==> config.mk <==
export PLATFORM = sky130hd
export DESIGN_NAME = gregorian_date_stepper_core
export DESIGN_NICKNAME = d
export VERILOG_FILES = /design/src/design/gds_pkg.sv /design/src/design/gds_datapath.sv /design/src/design/gds_ctrl.sv /design/src/design/gregorian_date_stepper_core.sv
export SDC_FILE = /design/constraint.sdc
export NUM_CORES = 1
export LEC_CHECK = 0
export BUFFER_PORTS_ARGS = -buffer_cell sky130_fd_sc_hd__buf_2
export CAP_MARGIN = 15
export CORE_MARGIN = 2
export CORE_UTILIZATION = 55
export DETAILED_ROUTE_END_ITERATION = 7
export GPL_TIMING_DRIVEN = 0
export PLACE_DENSITY = 0.79
export SLEW_MARGIN = 10
export SYNTH_ARGS = -nofsm -noshare
export SYNTH_HDL_FRONTEND = slang
export SYNTH_SLANG_ARGS = --single-unit
==> constraint.sdc <==
create_clock -name clk -period 7.6 [get_ports clk]
set_input_delay 0.38 -clock clk [delete_from_list [all_inputs] [get_ports clk]]
set_output_delay 0.38 -clock clk [all_outputs]
set_load 0.02 [all_outputs]
==> src/design/gds_pkg.sv <==
// Shared types, constants and calendar helpers for the Gregorian date stepper.
// Used by gds_ctrl, gds_datapath and gregorian_date_stepper_core; depends on nothing.
`timescale 1ns / 1ps
`default_nettype none

package gds_pkg;

    // Field widths.
    localparam int DAY_W   = 5;
    localparam int MONTH_W = 4;
    localparam int YEAR_W  = 14;
    localparam int COUNT_W = 10;
    localparam int CMD_W   = 2;

    // Command codes.
    localparam logic [CMD_W-1:0] CMD_LOAD    = 2'd0;
    localparam logic [CMD_W-1:0] CMD_FORWARD = 2'd1;
    localparam logic [CMD_W-1:0] CMD_BACK    = 2'd2;
    localparam logic [CMD_W-1:0] CMD_REPORT  = 2'd3;

    // Bounds of the stepper.
    localparam logic [YEAR_W-1:0]  MAX_YEAR = 14'd9999;
    localparam logic [COUNT_W-1:0] MAX_STEP = 10'd1023;

    // Calendar constants.
    localparam logic [MONTH_W-1:0] MONTH_JAN = 4'd1;
    localparam logic [MONTH_W-1:0] MONTH_FEB = 4'd2;
    localparam logic [MONTH_W-1:0] MONTH_APR = 4'd4;
    localparam logic [MONTH_W-1:0] MONTH_JUN = 4'd6;
    localparam logic [MONTH_W-1:0] MONTH_SEP = 4'd9;
    localparam logic [MONTH_W-1:0] MONTH_NOV = 4'd11;
    localparam logic [MONTH_W-1:0] MONTH_DEC = 4'd12;
    localparam logic [DAY_W-1:0]   DAY_FIRST = 5'd1;
    localparam logic [DAY_W-1:0]   DAYS_28   = 5'd28;
    localparam logic [DAY_W-1:0]   DAYS_29   = 5'd29;
    localparam logic [DAY_W-1:0]   DAYS_30   = 5'd30;
    localparam logic [DAY_W-1:0]   DAYS_31   = 5'd31;

    // Division of a year by 100 as a multiplication by a reciprocal.
    // floor(y * 5243 / 2^19) equals floor(y / 100) for every 14-bit year.
    localparam int              RECIP_W     = 13;
    localparam logic [RECIP_W-1:0] RECIP_100 = 13'd5243;
    localparam int              RECIP_SHIFT = 19;
    localparam int              PROD_W      = YEAR_W + RECIP_W;
    localparam int              CENT_W      = PROD_W - RECIP_SHIFT;

    // Commands from the controller to the datapath.
    typedef struct packed {
        logic accept;   // take a new request
        logic eval;     // latch validity and the first refusal check
        logic step;     // move the working date by one day
        logic commit;   // copy the working date to the stored date
        logic fail;     // a step left the year bounds
        logic emit;     // load the output register
    } gds_ctl_t;

    // Status from the datapath to the controller.
    typedef struct packed {
        logic [CMD_W-1:0] command;
        logic             cnt_zero;
        logic             start_ok;
        logic             yr_change;
        logic             step_fail;
    } gds_stat_t;

    // Length of a month; months outside 1..12 report 31, as in the calendar rules.
    function automatic logic [DAY_W-1:0] month_len(input logic [MONTH_W-1:0] m,
                                                   input logic leap);
        logic [DAY_W-1:0] len;
        case (m) inside
            MONTH_FEB:                               len = leap ? DAYS_29 : DAYS_28;
            MONTH_APR, MONTH_JUN, MONTH_SEP, MONTH_NOV: len = DAYS_30;
            default:                                 len = DAYS_31;
        endcase
        return len;
    endfunction

endpackage

`default_nettype wire

==> src/design/gds_datapath.sv <==
// Datapath of the date stepper: stored and working dates, leap-year unit,
// one-day step logic, step counter and output register. Depends on gds_pkg.
`timescale 1ns / 1ps
`default_nettype none

module gds_datapath (
    input  wire                         clk,
    input  wire                         rst_n,
    input  wire  [gds_pkg::CMD_W-1:0]   command,
    input  wire  [gds_pkg::DAY_W-1:0]   load_day,
    input  wire  [gds_pkg::MONTH_W-1:0] load_month,
    input  wire  [gds_pkg::YEAR_W-1:0]  load_year,
    input  wire  [gds_pkg::COUNT_W-1:0] day_count,
    input  wire  gds_pkg::gds_ctl_t     ctl,
    output gds_pkg::gds_stat_t          stat,
    output logic [gds_pkg::DAY_W-1:0]   cur_day,
    output logic [gds_pkg::MONTH_W-1:0] cur_month,
    output logic [gds_pkg::YEAR_W-1:0]  cur_year,
    output logic                        date_valid,
    output logic                        range_error
);

    import gds_pkg::*;

    logic [DAY_W-1:0]   day_reg;
    logic [MONTH_W-1:0] month_reg;
    logic [YEAR_W-1:0]  year_reg;
    logic [DAY_W-1:0]   wday_reg;
    logic [MONTH_W-1:0] wmon_reg;
    logic [YEAR_W-1:0]  wyear_reg;
    logic [CMD_W-1:0]   cmd_reg;
    logic [COUNT_W-1:0] cnt_reg;
    logic [CENT_W-1:0]  cent_reg;
    logic               valid_flag_reg;
    logic               err_flag_reg;

    logic [PROD_W-1:0]  prod;
    logic [YEAR_W:0]    hundred;
    logic               whole_century;
    logic               leap;
    logic [DAY_W-1:0]   mlen;
    logic [DAY_W-1:0]   prev_len;
    logic [MONTH_W-1:0] prev_month;
    logic               date_ok;
    logic               start_ok;
    logic [COUNT_W-1:0] count_sat;

    logic [DAY_W-1:0]   wday_next;
    logic [MONTH_W-1:0] wmon_next;
    logic [YEAR_W-1:0]  wyear_next;
    logic               yr_change;
    logic               step_fail;

    // Century number of the working year; registered after the multiplier.
    assign prod = PROD_W'(wyear_reg) * PROD_W'(RECIP_100);

    always_ff @(posedge clk)
    begin
        cent_reg <= prod[PROD_W-1:RECIP_SHIFT];
    end

    // Leap year: divisible by 4, and not a whole century unless divisible by 400.
    assign hundred = {1'b0, cent_reg, 6'b0} + {2'b0, cent_reg, 5'b0}
                   + {5'b0, cent_reg, 2'b0};
    assign whole_century = (hundred == {1'b0, wyear_reg});
    assign leap = (wyear_reg[1:0] == 2'b00) && (!whole_century || (cent_reg[1:0] == 2'b00));

    // Month lengths and validity of the working date.
    assign mlen       = month_len(wmon_reg, leap);
    assign prev_month = wmon_reg - MONTH_JAN;
    assign prev_len   = month_len(prev_month, leap);
    assign date_ok    = (wyear_reg != '0) && (wmon_reg != '0) && (wmon_reg <= MONTH_DEC)
                      && (wday_reg != '0) && (wday_reg <= mlen);
    assign start_ok   = date_ok && (wyear_reg <= MAX_YEAR);
    assign count_sat  = (day_count > MAX_STEP) ? MAX_STEP : day_count;

    // One day forward or back from the working date.
    always_comb
    begin
        wday_next  = wday_reg;
        wmon_next  = wmon_reg;
        wyear_next = wyear_reg;
        yr_change  = 1'b0;
        step_fail  = 1'b0;
        if (cmd_reg == CMD_FORWARD)
        begin
            if (wday_reg < mlen)
            begin
                wday_next = wday_reg + DAY_FIRST;
            end
            else if (wmon_reg < MONTH_DEC)
            begin
                wday_next = DAY_FIRST;
                wmon_next = wmon_reg + MONTH_JAN;
            end
            else if (wyear_reg >= MAX_YEAR)
            begin
                step_fail = 1'b1;
            end
            else
            begin
                wday_next  = DAY_FIRST;
                wmon_next  = MONTH_JAN;
                wyear_next = wyear_reg + YEAR_W'(1);
                yr_change  = 1'b1;
            end
        end
        else
        begin
            if (wday_reg > DAY_FIRST)
            begin
                wday_next = wday_reg - DAY_FIRST;
            end
            else if (wmon_reg > MONTH_JAN)
            begin
                wmon_next = prev_month;
                wday_next = prev_len;
            end
            else if (wyear_reg == '0)
            begin
                step_fail = 1'b1;
            end
            else
            begin
                wday_next  = DAYS_31;
                wmon_next  = MONTH_DEC;
                wyear_next = wyear_reg - YEAR_W'(1);
                yr_change  = 1'b1;
            end
        end
    end

    // Stored date: written by a load request or by a successful step.
    always_ff @(posedge clk or negedge rst_n)
    begin
        if (!rst_n)
        begin
            day_reg   <= '0;
            month_reg <= '0;
            year_reg  <= '0;
        end
        else if (ctl.accept && (command == CMD_LOAD))
        begin
            day_reg   <= load_day;
            month_reg <= load_month;
            year_reg  <= load_year;
        end
        else if (ctl.commit)
        begin
            day_reg   <= wday_reg;
            month_reg <= wmon_reg;
            year_reg  <= wyear_reg;
        end
    end

    // Working date, request fields and step counter.
    always_ff @(posedge clk)
    begin
        if (ctl.accept)
        begin
            cmd_reg <= command;
            cnt_reg <= count_sat;
            if (command == CMD_LOAD)
            begin
                wday_reg  <= load_day;
                wmon_reg  <= load_month;
                wyear_reg <= load_year;
            end
            else
            begin
                wday_reg  <= day_reg;
                wmon_reg  <= month_reg;
                wyear_reg <= year_reg;
            end
        end
        else if (ctl.step)
        begin
            wday_reg  <= wday_next;
            wmon_reg  <= wmon_next;
            wyear_reg <= wyear_next;
            cnt_reg   <= cnt_reg - COUNT_W'(1);
        end
    end

    // Result flags.
    always_ff @(posedge clk)
    begin
        if (ctl.eval)
        begin
            valid_flag_reg <= date_ok;
            err_flag_reg   <= ((cmd_reg == CMD_FORWARD) || (cmd_reg == CMD_BACK)) && !start_ok;
        end
        else if (ctl.commit)
        begin
            valid_flag_reg <= date_ok;
        end
        else if (ctl.fail)
        begin
            err_flag_reg <= 1'b1;
        end
    end

    // Output register.
    always_ff @(posedge clk)
    begin
        if (ctl.emit)
        begin
            cur_day     <= day_reg;
            cur_month   <= month_reg;
            cur_year    <= year_reg;
            date_valid  <= valid_flag_reg;
            range_error <= err_flag_reg;
        end
    end

    assign stat.command   = cmd_reg;
    assign stat.cnt_zero  = (cnt_reg == '0);
    assign stat.start_ok  = start_ok;
    assign stat.yr_change = yr_change;
    assign stat.step_fail = step_fail;

endmodule

`default_nettype wire

==> src/design/gds_ctrl.sv <==
// Controller of the date stepper: sequences request intake, leap-year settling,
// day stepping and result hand-over. Depends on gds_pkg.
`timescale 1ns / 1ps
`default_nettype none

module gds_ctrl (
    input  wire                     clk,
    input  wire                     rst_n,
    input  wire                     in_valid,
    output logic                    in_stall,
    output logic                    out_valid,
    input  wire                     out_stall,
    input  wire gds_pkg::gds_stat_t stat,
    output gds_pkg::gds_ctl_t       ctl
);

    import gds_pkg::*;

    localparam logic [2:0] ST_IDLE   = 3'd0;
    localparam logic [2:0] ST_PREP   = 3'd1;
    localparam logic [2:0] ST_EVAL   = 3'd2;
    localparam logic [2:0] ST_STEP   = 3'd3;
    localparam logic [2:0] ST_WAIT   = 3'd4;
    localparam logic [2:0] ST_FINISH = 3'd5;

    logic [2:0] state_reg;
    logic [2:0] state_next;
    logic       out_valid_reg;
    logic       out_valid_next;
    logic       slot_free;
    logic       is_step_cmd;

    assign slot_free   = !out_valid_reg || !out_stall;
    assign is_step_cmd = (stat.command == CMD_FORWARD) || (stat.command == CMD_BACK);
    assign in_stall    = (state_reg != ST_IDLE);
    assign out_valid   = out_valid_reg;

    // Next state and commands to the datapath.
    always_comb
    begin
        state_next = state_reg;
        ctl        = '0;
        unique case (state_reg)
            ST_IDLE:
            begin
                if (in_valid)
                begin
                    ctl.accept = 1'b1;
                    state_next = ST_PREP;
                end
            end
            ST_PREP:
            begin
                // The century register settles on the new working year here.
                state_next = ST_EVAL;
            end
            ST_EVAL:
            begin
                ctl.eval   = 1'b1;
                state_next = (is_step_cmd && stat.start_ok) ? ST_STEP : ST_FINISH;
            end
            ST_STEP:
            begin
                if (stat.cnt_zero)
                begin
                    ctl.commit = 1'b1;
                    state_next = ST_FINISH;
                end
                else if (stat.step_fail)
                begin
                    ctl.fail   = 1'b1;
                    state_next = ST_FINISH;
                end
                else
                begin
                    ctl.step   = 1'b1;
                    state_next = stat.yr_change ? ST_WAIT : ST_STEP;
                end
            end
            ST_WAIT:
            begin
                // A new year waits here for the century register, and so its leap flag, to settle.
                state_next = ST_STEP;
            end
            ST_FINISH:
            begin
                if (slot_free)
                begin
                    ctl.emit   = 1'b1;
                    state_next = ST_IDLE;
                end
            end
            default:
            begin
                state_next = ST_IDLE;
            end
        endcase
    end

    // Output valid follows the output register.
    always_comb
    begin
        if (ctl.emit)
        begin
            out_valid_next = 1'b1;
        end
        else if (out_stall)
        begin
            out_valid_next = out_valid_reg;
        end
        else
        begin
            out_valid_next = 1'b0;
        end
    end

    always_ff @(posedge clk or negedge rst_n)
    begin
        if (!rst_n)
        begin
            state_reg     <= ST_IDLE;
            out_valid_reg <= 1'b0;
        end
        else
        begin
            state_reg     <= state_next;
            out_valid_reg <= out_valid_next;
        end
    end

endmodule

`default_nettype wire

==> src/design/gregorian_date_stepper_core.sv <==
// Top level of the Gregorian date stepper: joins the controller and the datapath.
// Depends on gds_pkg, gds_ctrl and gds_datapath.
//
//   Channel   Handshake             Payload
//   request   in_valid / in_stall   command, load_day, load_month, load_year, day_count
//   result    out_valid / out_stall cur_day, cur_month, cur_year, date_valid, range_error
//
// A load or report request, or a step refused at the start, passes through the states
// ST_IDLE, ST_PREP, ST_EVAL and ST_FINISH in that order. A step that runs also stays in
// ST_STEP while days are stepped, with a pass through ST_WAIT at each year boundary.
// The one-day step unit sets a step's run time: one day a cycle, bar each ST_WAIT pass.
// Reset clears the stored date to zero and empties the output register.
// A finished result waits in the output register while out_stall is high;
// a new request is taken as soon as the previous one has been handed over to it.
`timescale 1ns / 1ps
`default_nettype none

module gregorian_date_stepper_core (
    input  wire                         clk,
    input  wire                         rst_n,
    input  wire                         in_valid,
    output logic                        in_stall,
    input  wire  [gds_pkg::CMD_W-1:0]   command,
    input  wire  [gds_pkg::DAY_W-1:0]   load_day,
    input  wire  [gds_pkg::MONTH_W-1:0] load_month,
    input  wire  [gds_pkg::YEAR_W-1:0]  load_year,
    input  wire  [gds_pkg::COUNT_W-1:0] day_count,
    output logic                        out_valid,
    input  wire                         out_stall,
    output logic [gds_pkg::DAY_W-1:0]   cur_day,
    output logic [gds_pkg::MONTH_W-1:0] cur_month,
    output logic [gds_pkg::YEAR_W-1:0]  cur_year,
    output logic                        date_valid,
    output logic                        range_error
);

    import gds_pkg::*;

    gds_ctl_t  ctl;
    gds_stat_t stat;

    // Sequencer.
    gds_ctrl u_ctrl (
        .clk       (clk),
        .rst_n     (rst_n),
        .in_valid  (in_valid),
        .in_stall  (in_stall),
        .out_valid (out_valid),
        .out_stall (out_stall),
        .stat      (stat),
        .ctl       (ctl)
    );

    // Date registers and step logic.
    gds_datapath u_datapath (
        .clk         (clk),
        .rst_n       (rst_n),
        .command     (command),
        .load_day    (load_day),
        .load_month  (load_month),
        .load_year   (load_year),
        .day_count   (day_count),
        .ctl         (ctl),
        .stat        (stat),
        .cur_day     (cur_day),
        .cur_month   (cur_month),
        .cur_year    (cur_year),
        .date_valid  (date_valid),
        .range_error (range_error)
    );

    // A waiting result is never overwritten.
    assert property (@(posedge clk) disable iff (!rst_n)
        (out_valid && out_stall) |-> !ctl.emit)
        else $error("output register overwritten while stalled");

    // A day is only stepped while the count is not exhausted.
    assert property (@(posedge clk) disable iff (!rst_n)
        ctl.step |-> !stat.cnt_zero)
        else $error("step issued with zero count");

    // A step request ends either committed or refused, never both.
    assert property (@(posedge clk) disable iff (!rst_n)
        !(ctl.commit && ctl.fail))
        else $error("commit and refusal in the same cycle");

    // After a request is taken, the next one is held off.
    assert property (@(posedge clk) disable iff (!rst_n)
        (in_valid && !in_stall) |=> in_stall)
        else $error("request taken while busy");

endmodule

`default_nettype wire
### After elaboration in Yosys (flattened, before gate mapping)

Index checks and enable logic that the tools add are counted.

| word-level totals | value |
|---|---|
| register bits after elaboration | 97 |
| bits of input ports | 39 |
| output and inout port bits | 27 |
| word-level logic and storage cells | 189 |

| cells by class | value |
|---|---|
| add/sub/neg operators | 9 |
| multipliers | 1 |
| $lt $le $gt $ge | 9 |
| equality and inequality tests | 32 |
| mux-type cells | 83 |
| reductions and logical operators | 37 |

Operator list:

| operator | number |
|---|---|
| two-way mux 14 bit | 12 |
| two-way mux 5 bit | 14 |
| two-way mux 4 bit | 12 |
| two-way mux 1 bit | 34 |
| two-way mux 10 bit | 3 |
| multiplier 14 x 13 -> 27 bit, second input constant | 1 |
| two-way mux 3 bit | 7 |
| inequality test 3 x 2 -> 1 bit, second input constant | 6 |
| one-hot mux 3 bit (6 select lines) | 1 |
| == test 4 x 3 -> 1 bit, second input constant | 4 |
| == test 4 bit, second input constant | 4 |
| adder 14 x 13 -> 15 bit | 1 |
| adder 15 x 10 -> 15 bit | 1 |
| == test 15 x 14 -> 1 bit | 1 |
| adder 14 x 1 -> 14 bit, second input constant | 1 |
| greater-or-equal comparator 14 bit, second input constant | 1 |
| less-or-equal comparator 14 bit, second input constant | 1 |
| logical NOT 14 bit | 1 |
| nonzero test 14 bit | 1 |
| subtractor 14 x 1 -> 14 bit, second input constant | 1 |
| greater-than comparator 10 bit, second input constant | 1 |
| logical NOT 10 bit | 1 |
| inequality test 5 x 2 -> 1 bit, second input constant | 2 |
| subtractor 10 x 1 -> 10 bit, second input constant | 1 |
| other kinds (33) | 59 |

### Longest topological paths before layout

Gate-level depths: netlist of the first run.

| logic depth | value |
|---|---|
| depth after elaboration | 17 |
| depth in mapped cells | 19 |
| depth with buffers taken out | 19 |

### By module

A second synthesis of the first run with hierarchy kept.

| unflattened totals | value |
|---|---|
| cells, all modules | 1009 |
| area, all modules | 9711.8 um^2 |

By module, submodules not included:

| module | instances | cells an instance | area each (um^2) | seq. area each (um^2) |
|---|---|---|---|---|
| gds_datapath | 1 | 971 | 9405.3 | 2597.5 |
| gds_ctrl | 1 | 38 | 306.5 | 100.1 |

### Worst setup path before layout of the first run

OpenSTA, ideal clock, no wires.

| path | value |
|---|---|
| kind | flip-flop to flip-flop |
| start | register u_datapath.cent_reg[1] |
| end | register u_datapath.wyear_reg[0] (enable) |
| library setup time | 407 ps |
| arrival time | 4858 ps |
| data required time | 7193 ps |
| setup slack | 2334 ps |
| stages on the path, launching flop included | 20 |
| buffers on the path | 0 |
| clock period less this slack | 5266 ps |
| path through | dfxtp_1 -> inv_1 -> fa_1 -> inv_1 -> ha_1 -> inv_1 -> fa_1 -> xnor2_1 -> nor4_1 -> nand4_1 -> or4_1 -> a2111oi_2 -> a31oi_1 -> ha_1 -> nor2b_1 -> o2111a_1 -> nand2_1 -> o21bai_1 -> nand3_1 -> o31ai_1 |

| on the way | value |
|---|---|
| word-level cells in the longest chain between the ends | 16 |
| elaborated cells on any way between the ends | 18 |
| classes of those cells | add/sub: 2; order compare: 1; eq/ne: 2; mux: 7; reduce/logical: 6 |

Ends and longest elaborated chain:

| element | RTL line | RTL |
|---|---|---|
| from (decl) | gds_datapath.sv:33 | `logic [CENT_W-1:0] cent_reg;` |
| from (signal assigned) | gds_datapath.sv:59 | `cent_reg <= prod[PROD_W-1:RECIP_SHIFT];` |
| adder 14 x 13 -> 15 bit | gds_datapath.sv:63 | `assign hundred = {1'b0, cent_reg, 6'b0} + {2'b0, cent_reg, 5'b0}` |
| adder 15 x 10 -> 15 bit | gds_datapath.sv:64 | `+ {5'b0, cent_reg, 2'b0};` |
| == test 15 x 14 -> 1 bit | gds_datapath.sv:65 | `assign whole_century = (hundred == {1'b0, wyear_reg});` |
| logical NOT 1 bit | gds_datapath.sv:66 | `assign leap = (wyear_reg[1:0] == 2'b00) && (!whole_century \|\| (cent_reg[1:0] == 2'b00));` |
| logical OR 1 bit (*) | gds_datapath.sv:66 |  |
| logical AND 1 bit (*) | gds_datapath.sv:66 |  |
| two-way mux 1 bit (*) | gds_pkg.sv:71 | `MONTH_FEB: len = leap ? DAYS_29 : DAYS_28;` |
| two-way mux 5 bit (*) | gds_pkg.sv:70 | `case (m) inside` |
| < comparator 5 bit (*) | gds_datapath.sv:87 | `if (wday_reg < mlen)` |
| two-way mux 1 bit | gds_datapath.sv:87 |  |
| two-way mux 1 bit | gds_datapath.sv:85 | `if (cmd_reg == CMD_FORWARD)` |
| two-way mux 1 bit | gds_ctrl.sv:69 | `else if (stat.step_fail)` |
| two-way mux 1 bit | gds_ctrl.sv:64 | `if (stat.cnt_zero)` |
| two-way mux 3 bit | gds_ctrl.sv:43 | `unique case (state_reg)` |
| nonzero test 2 bit (no line) | - |  |
| AND reduction 7 bit (no line) (*) | - |  |
| to (signal assigned) | gds_datapath.sv:167 | `wyear_reg <= load_year;` |
| to (signal assigned) | gds_datapath.sv:173 | `wyear_reg <= year_reg;` |
| to (signal assigned) | gds_datapath.sv:180 | `wyear_reg <= wyear_next;` |
| to (decl) | gds_datapath.sv:30 | `logic [YEAR_W-1:0] wyear_reg;` |

Mark *: on every way between the ends. The rest lies on a longest branch, timed or not.
A chain may end at the register's enable or synchronous reset.

### Worst setup path in the final report of the first run

| path | value |
|---|---|
| start | register u_datapath.cent_reg[1] |
| end | register u_datapath.wyear_reg[9] (enable) |

The elaborated chain is that of the path after synthesis.

==> results.py, run 1 <==
metrics = {
    "finish": {
        "finalInstanceArea_um2": 10580,
        "num_antenna_cells": 0,
        "area_delta_synth_final_pct": 9.735,
        "drive_gt1_share_pct": 9.355,
        "fin_nets": 1320,
    },
    "timing": {
        "rsz0062_at_grt": "no",
        "setup-violations-final": 0,
        "timing.slew.headroom_pct": 39.61,
        "clock.fmax_mhz": 179.5,
        "period_minus_slack_ns": 5.572,
        "worstMarginPinSlew_ns": 0.9058,
        "period_share_pct": 73.32,
        "setup_ws_ns": 2.028,
        "finalSetupTns_ns": 0,
        "finalClockSkew_ns": 0.009325,
        "final-hold-violation-count": 0,
        "slew_violations": 0,
    },
    "logic_synthesis": {
        "synth_area_per_cell_um2": 9.776,
        "ys_types": 66,
        "synth_edf_count": 62,
        "synth_area_um2": 9639,
        "ys_top_cells_by_area": "edfxtp_1 (19%), ha_1 (19%), fa_1 (14%)",
        "synth_cells": 986,
        "ys_warn_count": 0,
        "syn_nets": 1242,
        "synth-seq-cells": 97,
        "yosysTopAreaCell": "edfxtp_1",
        "synth_ff_type": "edfxtp_1",
        "synth_top_area_share_pct": 19.31,
        "async_reset_ff_share_pct": 27.84,
        "synth_seq_area_share_pct": 27.99,
    },
    "routing": {
        "ant_nets": 0,
        "vias": 7535,
        "drc": 0,
        "viasPerCell": 5.823,
        "first_pass_iters": 5,
        "drtIter0Drc": 571,
        "wl_per_cell_um": 18.00,
        "wl_mm": 23.29,
    },
    "clock_network": {
        "ctsRootBufferMaster": "clkbuf_16",
        "cts_tree": "built",
        "cts_resized": 0,
        "clkSinkCount": 97,
        "htreeDepth": 3,
        "cts_max_path_buffers": 2,
        "post_cts_buffers": 0,
        "clk_pin_slew_ns": 0.08,
        "cts_buffers": 9,
        "cts_hold_buf": 0,
        "clk_latency_ns": 0.35,
    },
    "global_route": {
        "grt_max_degree": 28,
        "grt_pass1_wl_mm": 37.83,
        "antenna_found_initial": 0,
        "grt_usage_pct": 26.39,
        "grt_overflow_total": 0,
        "grt_pass1_vias": 7571,
    },
    "die": {
        "core_um2": 17240,
        "num_io_pins": 66,
        "initial_core_util_pct": 55.92,
        "rows": 48,
        "dieArea_um2": 18600,
        "dieWidth_um": 136.4,
        "die_h_um": 136.4,
    },
    "critical_path": {
        "cp-start-kind": "register",
        "cp.required_ns": 7.57,
        "r2r_start": "u_datapath.cent_reg[1]",
        "cp.arrival_ns": 5.55,
        "critPathMaxFanout": 14,
        "critPathKind": "reg2reg",
        "cp-startpoint": "u_datapath.cent_reg[1]",
        "crit_path_end_kind": "register",
    },
    "placement": {
        "io_buffers": 65,
        "gp_congestion": 1.018,
        "dp_slack_ns": 2.070,
        "postPlaceCellArea_um2": 10280,
        "dp_hpwl_mm": 18.33,
    },
    "job": {
        "max-cap-violations": 0,
    },
    "worst_hold_path": {
        "min_path_type": "in2async",
    },
    "run_status": {
        "status": "complete, no violations",
    },
}
## cells in the mapped netlist (all sizes together), types with 4 or more instances
cell and instances:
ha 148, inv 147, nand2 105, fa 69, edfxtp 62, o21ai 61
a21oi 45, nor2 36, xnor2 33, mux2i 30, dfrtp 27, clkbuf 19
xor2 17, a31oi 14, and3 14, nand3 13, nor3 13, a211oi 11
a21o 11, o21a 9, dfxtp 8, nand4 7, buf 6, nor4 5
o21bai 5, and4 4, nand2b 4, nor3b 4, o2111ai 4, o211ai 4
or3 4
## cells in the final DEF (no fill, tap or decap), types with 8 or more instances in the layout
cell type,count
nand2_1,105
a21o_1,11
a31oi_1,14
fa_1,69
xnor2_1,33
clkbuf_1,19
dfxtp_1,8
o21a_1,9
ha_1,148
a211oi_1,11
clkbuf_16,9
edfxtp_1,62
xor2_1,17
and3_1,14
inv_1,147
dfrtp_1,27
buf_2,67
a21oi_1,45
nor2_1,36
o21ai_0,54
nand3_1,12
nor3_1,11
mux2i_1,30
## final timing paths
check | end | slack (ns) | cells past startpoint
hold reg to reg | u_datapath.date_valid | 0.43 | 0
setup reg to reg | u_datapath.wyear_reg[9] | 2.03 | 19
setup / recovery | u_datapath.wyear_reg[9] | 2.03 | 19
min in group clk | u_datapath.cmd_reg[0] | 0.23 | 1
hold / removal | u_ctrl.out_valid | 0.07 | 1
max in group asynchronous | u_datapath.year_reg[7] | 7.07 | 1
## kinds of logic (layout without fill, tap and decap cells)
| logic type | after synthesis | after routing | synth area share (%) |
|---|---|---|---|
| xor+xnor | 50 | 50 | 4.543 |
| buf+inv | 173 | 256 | 6.841 |
| simple gates | 223 | 223 | 10.99 |
| fa+ha+maj | 217 | 217 | 33.54 |
| flops | 97 | 97 | 27.99 |
| compound gates | 195 | 195 | 12.86 |
| mux | 31 | 31 | 3.232 |
## per-stage QoR
stage,cells,util [%],hold slack [ns]
global route,1294,61.37,0.1114
global placement,1276,59.44,0.4039
finish,1294,61.37,0.06792
CTS,1294,61.37,0.08230
floorplan,986,-,0.08441
detailed placement,1278,59.66,0.4074
## routing by layer
metal  wire (um)  track usage [%]
met2       11470            44.50
met1        9586            34.38
met5           0                0
met4         820            11.86
met3        1417            2.685
## cell type report
| cell class | count | area [um^2] |
|---|---|---|
| buffer | 25 | 103.9 |
| multi-input combinational | 716 | 6301 |
| timing repair buffer | 67 | 344.1 |
| tap | 225 | 281.5 |
| clock buffer | 9 | 225.2 |
| clock inverter | 7 | 68.82 |
| sequential | 97 | 2698 |
| inverter | 148 | 555.5 |
| fill | 1411 | 6659 |
## worst max-delay path: stages, from the launching register on
cell,delay (ns)
dfxtp_1,0.40
inv_1,0.10
fa_1,0.45
inv_1,0.07
ha_1,0.17
inv_1,0.06
fa_1,0.41
nand2b_1,0.19
a21oi_1,0.18
xnor2_1,0.11
or4_1,0.52
a2111oi_2,0.43
a31oi_1,0.17
ha_1,0.21
nor2b_1,0.15
o2111a_1,0.23
nand2_1,0.08
o21bai_1,0.32
nand3_1,0.18
o31ai_4,0.78
Power of run 1 is not shown: default switching activity piles up to over one toggle a cycle in this logic, so the estimate is an artifact.
==> run 2: changes to the inputs <==
--- a/config.mk
+++ b/config.mk
@@ -11,7 +11,7 @@
 export CORE_UTILIZATION = 55
 export DETAILED_ROUTE_END_ITERATION = 7
 export GPL_TIMING_DRIVEN = 0
-export PLACE_DENSITY = 0.79
+export PLACE_DENSITY = 0.81
 export SLEW_MARGIN = 10
 export SYNTH_ARGS = -nofsm -noshare
 export SYNTH_HDL_FRONTEND = slang
==> constraint.sdc (replaced) <==
create_clock -name clk -period 4.7 [get_ports clk]
set_input_delay 0.235 -clock clk [delete_from_list [all_inputs] [get_ports clk]]
set_output_delay 0.235 -clock clk [all_outputs]
set_load 0.02 [all_outputs]
==> results.py, run 2 (synthesized netlist as in run 1, its figures left out) <==
metrics = {
    "finish": {
        "nFillCells": 1261,
        "final_common_cell": "inv_1",
        "area_delta_synth_final_pct": 19.44,
        "layout_common_cells": "inv_1 (138), ha_1 (134), nand2_1 (103)",
        "fin_nets": 1387,
        "finalNonFillerCells": 1361,
        "final_core_util_pct": 66.80,
        "regArea_um2": 2701,
        "drive_gt1_share_pct": 19.98,
        "finalInstanceArea_um2": 11510,
        "multi_input_area_um2": 6685,
        "num_antenna_cells": 0,
    },
    "placement": {
        "gp_congestion": 0.9389,
        "io_buffers": 65,
        "postPlaceCellArea_um2": 10280,
        "dp_slack_ns": -0.7894,
        "dpl.cell_count": 1278,
        "dp_hpwl_mm": 18.58,
    },
    "critical_path": {
        "cpMostUsedCell": "fa_1",
        "slowest_stage": "fa_1",
        "critPathMaxFanout": 4,
        "crit_buf_inv": 3,
        "cp.arrival_ns": 4.98,
        "critPathKind": "reg2reg",
        "cp-start-kind": "register",
        "path_cells": "buf_6 > fa_1 > ha_1 > inv_1 > fa_1 > inv_1 > fa_1 > fa_1 > ha_4 > and4_4 > and4_4 > a211oi_4 > nand4b_1 > a31oi_2 > xnor2_1",
        "cpLargestDelayFamily": "adder cells",
        "cp.required_ns": 4.96,
        "crit_path_end_kind": "register",
        "cpPeakStageDelay_ns": 0.59,
    },
    "routing": {
        "drc": 0,
        "wl_per_cell_um": 20.06,
        "drtIter0Drc": 859,
        "vias": 8242,
        "wl_mm": 27.30,
        "wl_met2_mm": 13.70,
        "wl_met3_mm": 2.089,
        "first_pass_iters": 6,
        "top_layer_used": "met4",
        "viasPerCell": 6.056,
        "ant_nets": 0,
        "wl_met1_mm": 10.23,
    },
    "worst_hold_path": {
        "min_path_type": "in2reg",
    },
    "global_route": {
        "grt_overflow_total": 0,
        "grt_usage_pct": 29.66,
        "antenna_found_initial": 0,
        "grt_pass1_wl_mm": 42.19,
        "grt_max_degree": 28,
        "grt_pass1_vias": 8329,
    },
    "clock_network": {
        "clkSinkCount": 97,
        "cts_buffers": 9,
        "cts_max_path_buffers": 2,
        "clk_latency_ns": 0.36,
        "clk_pin_slew_ns": 0.08,
        "htreeDepth": 3,
        "cts_tree": "built",
        "ctsRootBufferMaster": "clkbuf_16",
    },
    "timing": {
        "final-hold-violation-count": 0,
        "setup-violations-final": 8,
        "finalClockSkew_ns": 0.01026,
        "timing.slew.headroom_pct": 38.34,
        "worstMarginPinSlew_ns": 0.9250,
        "period_share_pct": 100.4,
        "rsz0062_at_grt": "yes",
        "clock.fmax_mhz": 211.9,
        "period_minus_slack_ns": 4.720,
        "setup_ws_ns": -0.01965,
        "slew_violations": 0,
    },
    "die": {
        "core_um2": 17240,
        "num_io_pins": 66,
        "die_h_um": 136.4,
        "rows": 48,
        "initial_core_util_pct": 55.92,
        "dieArea_um2": 18600,
        "dieWidth_um": 136.4,
    },
    "run_status": {
        "violations": "setup timing",
        "status": "finished, violations left",
    },
    "job": {
        "max-cap-violations": 0,
    },
}
## run 2: cell types whose count changed in the layout (fill, tap and decap cells not counted), moves of 6 or more
cell,previous run,this run
a21oi_1,45,39
buf_4,3,60
ha_4,0,11
o21ai_0,54,48
inv_1,147,138
a21oi_2,0,6
buf_6,1,9
ha_1,148,134
inv_2,0,8
## run 2: through the flow
stage | hold slack (ns) | setup TNS (ns)
5_1_grt | 0.08362 | -3.139
2_1_floorplan | -0.06059 | 0
3_5_place_dp | 0.3140 | -22.19
6_report | 0.08445 | -0.06760
4_1_cts | 0.08261 | -4.063
3_3_place_gp | 0.3110 | -19.25
## run 2: worst register-to-register path: cells and delay by family (launching register included)
| kind | cells | cell delay [ns] |
|---|---|---|
| AOI/OAI and AO/OA | 2 | 0.49 |
| buffers and inverters | 3 | 0.34 |
| xor gates and xnor gates | 1 | 0.17 |
| and+or+nand+nor | 3 | 0.56 |
| adders and majority gates | 6 | 2.50 |
| DFF | 1 | 0.56 |
## run 2: what timing repair did
item	in CTS	in global routing
endpoints found under the setup margin	45	50
gates resized for setup	53	34
endpoints found under the hold margin	27	0
hold buffers	1	0
setup buffers	57	12
pin swaps	37	32
cloned	1	0
## run 2: routing by layer
layer	track usage, %	vias to the layer above
li1	-	3690
met1	36.81	4029
met2	51.14	412
met3	4.549	111
met4	13.08	0
met5	0	-
## run 2: final cells by class
class,instances,area share [%]
Multi-Input combinational cell,716,58.06
Sequential cell,97,23.46
Timing Repair Buffer,134,7.748
Inverter,148,4.858
Tap cell,225,2.445
Clock buffer,9,1.956
Buffer,25,0.9020
Clock inverter,7,0.5651
## run 2: path summary, 6_finish.rpt
check	from	endpoint	slack [ns]	cells past startpoint
worst max register to register	u_datapath.wyear_reg[10]	u_datapath.cent_reg[4]	-0.02	15
worst min-delay path	command[1]	u_datapath.cmd_reg[1]	0.08	1
min in group asynchronous	rst_n	u_datapath.year_reg[4]	0.47	2
worst max-delay path	u_datapath.wyear_reg[10]	u_datapath.cent_reg[4]	-0.02	15
worst min register to register	u_datapath.err_flag_reg	u_datapath.range_error	0.44	0
max in group asynchronous	rst_n	u_datapath.year_reg[13]	3.77	2
Power of run 2 is left out for the same reason.
==> run 3: changes to the inputs <==
--- a/config.mk
+++ b/config.mk
@@ -5,6 +5,7 @@
 export SDC_FILE = /design/constraint.sdc
 export NUM_CORES = 1
 export LEC_CHECK = 0
+export ABC_AREA = 1
 export BUFFER_PORTS_ARGS = -buffer_cell sky130_fd_sc_hd__buf_2
 export CAP_MARGIN = 15
 export CORE_MARGIN = 2
==> results.py, run 3 <==
metrics = {
    "clock_network": {
        "htreeDepth": 3,
        "clkSinkCount": 97,
        "cts_tree": "built",
        "clk_pin_slew_ns": 0.08,
        "cts_buffers": 9,
        "clk_latency_ns": 0.37,
        "ctsRootBufferMaster": "clkbuf_16",
        "cts_max_path_buffers": 2,
    },
    "routing": {
        "vias": 8658,
        "wl_per_cell_um": 18.76,
        "wl_mm": 27.78,
        "ant_nets": 0,
        "first_pass_iters": 5,
        "drc": 0,
        "drtIter0Drc": 879,
        "viasPerCell": 5.846,
    },
    "logic_synthesis": {
        "syn_nets": 1372,
        "synth_area_per_cell_um2": 8.916,
        "ys_warn_count": 0,
        "ys_top_cells_by_area": "edfxtp_1 (19%), ha_1 (19%), fa_1 (14%)",
        "synth_top_area_share_pct": 18.71,
        "async_reset_ff_share_pct": 27.84,
        "synth_top_family_by_area": "adder cells",
        "synth-seq-cells": 97,
        "synth_ff_type": "edfxtp_1",
        "yosys.area_share.simple_pct": 17.34,
        "yosysTopAreaCell": "edfxtp_1",
        "synthAdderAreaFrac_pct": 32.49,
        "synth_xor_area_share_pct": 2.464,
        "synth_seq_area_share_pct": 27.11,
        "ys_types": 51,
        "muxShareOfSynthArea_pct": 0,
        "synth_area_um2": 9951,
        "yosysMostFrequentCell": "nand2_1",
        "synth_cells": 1116,
        "synth_compound_area_share_pct": 11.33,
        "yosys-top-cells-count": "nand2_1 (209), inv_1 (205), ha_1 (148), fa_1 (69), edfxtp_1 (62)",
        "synth_edf_count": 62,
    },
    "finish": {
        "area_delta_synth_final_pct": 15.49,
        "final_core_util_pct": 64.42,
        "final_common_cell": "nand2_1",
        "drive_gt1_share_pct": 20.53,
        "layout_common_cells": "nand2_1 (206), inv_1 (197), ha_1 (144)",
        "fin_nets": 1503,
        "num_antenna_cells": 0,
    },
    "die": {
        "dieWidth_um": 138.5,
        "num_io_pins": 66,
        "dieArea_um2": 19180,
        "rows": 49,
        "core_um2": 17840,
        "initial_core_util_pct": 55.78,
        "die_h_um": 138.5,
    },
    "critical_path": {
        "r2r_start": "u_datapath.wyear_reg[4]",
        "r2r_slack_ns": 0.06,
        "cp.required_ns": 4.97,
        "critPathKind": "reg2reg",
        "timing.rr.end": "u_datapath.cent_reg[4]",
        "cp-start-kind": "register",
        "crit_path_end": "u_datapath.cent_reg[4]",
        "critPathMaxFanout": 7,
        "r2r_cells": 17,
        "crit_path_end_kind": "register",
        "cp.arrival_ns": 4.90,
        "cp-startpoint": "u_datapath.wyear_reg[4]",
    },
    "job": {
        "max-cap-violations": 0,
    },
    "run_status": {
        "status": "complete, no violations",
    },
    "timing": {
        "finalSetupTns_ns": 0,
        "slew_violations": 0,
        "finalClockSkew_ns": 0.01307,
        "period_share_pct": 98.62,
        "period_minus_slack_ns": 4.635,
        "final-hold-violation-count": 0,
        "timing.slew.headroom_pct": 43.08,
        "worstMarginPinSlew_ns": 0.8428,
        "setup-violations-final": 0,
        "clock.fmax_mhz": 215.7,
    },
    "global_route": {
        "grt_overflow_total": 0,
        "grt_pass1_wl_mm": 43.01,
        "grt_pass1_vias": 8448,
        "grt_usage_pct": 28.39,
        "antenna_found_initial": 0,
        "grt_max_degree": 28,
    },
    "placement": {
        "io_buffers": 65,
        "gp_congestion": 0.9467,
        "dp_hpwl_mm": 20.57,
    },
    "worst_hold_path": {
        "min_path_type": "in2reg",
    },
}
## run 3: logic make-up after synthesis
group | after synthesis
compound gates | 157
xor+xnor | 28
fa+ha+maj | 217
buf+inv | 230
flops | 97
simple gates | 387
## run 3: worst min-delay path by stage
stage,cells after the start,endpoint,startpoint
6_report,1,u_datapath.cmd_reg[0],command[0]
5_1_grt,1,u_datapath.cmd_reg[0],command[0]
4_1_cts,1,u_datapath.cmd_reg[1],command[1]
3_5_place_dp,1,u_ctrl.out_valid,rst_n
3_3_place_gp,1,u_ctrl.out_valid,rst_n
2_1_floorplan,0,u_ctrl.out_valid,rst_n
## run 3: metrics by stage
stage / cell area, um^2 / hold WS, ns / setup WS (ns) / instances
after global placement: 10560 / 0.3115 / -0.9519 / 1410
after CTS: 11050 / 0.06844 / -0.03767 / 1447
after global routing: 11490 / 0.07753 / -0.07428 / 1481
final: 11490 / 0.07479 / 0.06472 / 1481
after floorplan: 9951 / -0.06059 / 0.06022 / 1116
after detailed placement: 10600 / 0.3082 / -0.4073 / 1412
## run 3: what timing repair did
| action | 4_1_cts | 5_1_grt |
|---|---|---|
| hold buffers | 1 | 0 |
| endpoints found under the setup margin | 17 | 41 |
| setup buffers | 18 | 33 |
| hold endpoints to repair | 27 | 0 |
| gates cloned | 0 | 1 |
| pin swaps | 0 | 27 |
| resized for setup | 2 | 48 |
## run 3: per-layer routing
metal	up-vias	GRT usage [%]	routed length, um
met3	102	5.196	2527
met2	477	46.59	13480
met4	0	13.64	1345
met1	4129	36.53	10430
li1	3950	-	-
met5	-	0	0
## run 3: final cells by class
| type | count | area, um^2 |
|---|---|---|
| Buffer | 18 | 126.4 |
| Clock buffer | 10 | 239.0 |
| Inverter | 212 | 799.5 |
| Clock inverter | 6 | 55.05 |
| Timing Repair Buffer | 120 | 775.7 |
| Multi-Input combinational cell | 789 | 6506 |
| Tap cell | 229 | 286.5 |
| Fill cell | 1364 | 6349 |
| Sequential cell | 97 | 2704 |
## run 3: critical path: stages, from the launching register on
cell,delay [ns]
edfxtp_1,0.54
buf_4,0.22
fa_1,0.48
ha_1,0.24
fa_1,0.54
inv_1,0.05
fa_1,0.50
fa_1,0.54
inv_1,0.08
ha_4,0.26
a21oi_4,0.15
nand2_1,0.09
a21oi_2,0.16
nand2_1,0.08
nand2_2,0.07
o211ai_4,0.10
a21oi_2,0.20
xor2_2,0.24
Power of run 3 is left out for the same reason.
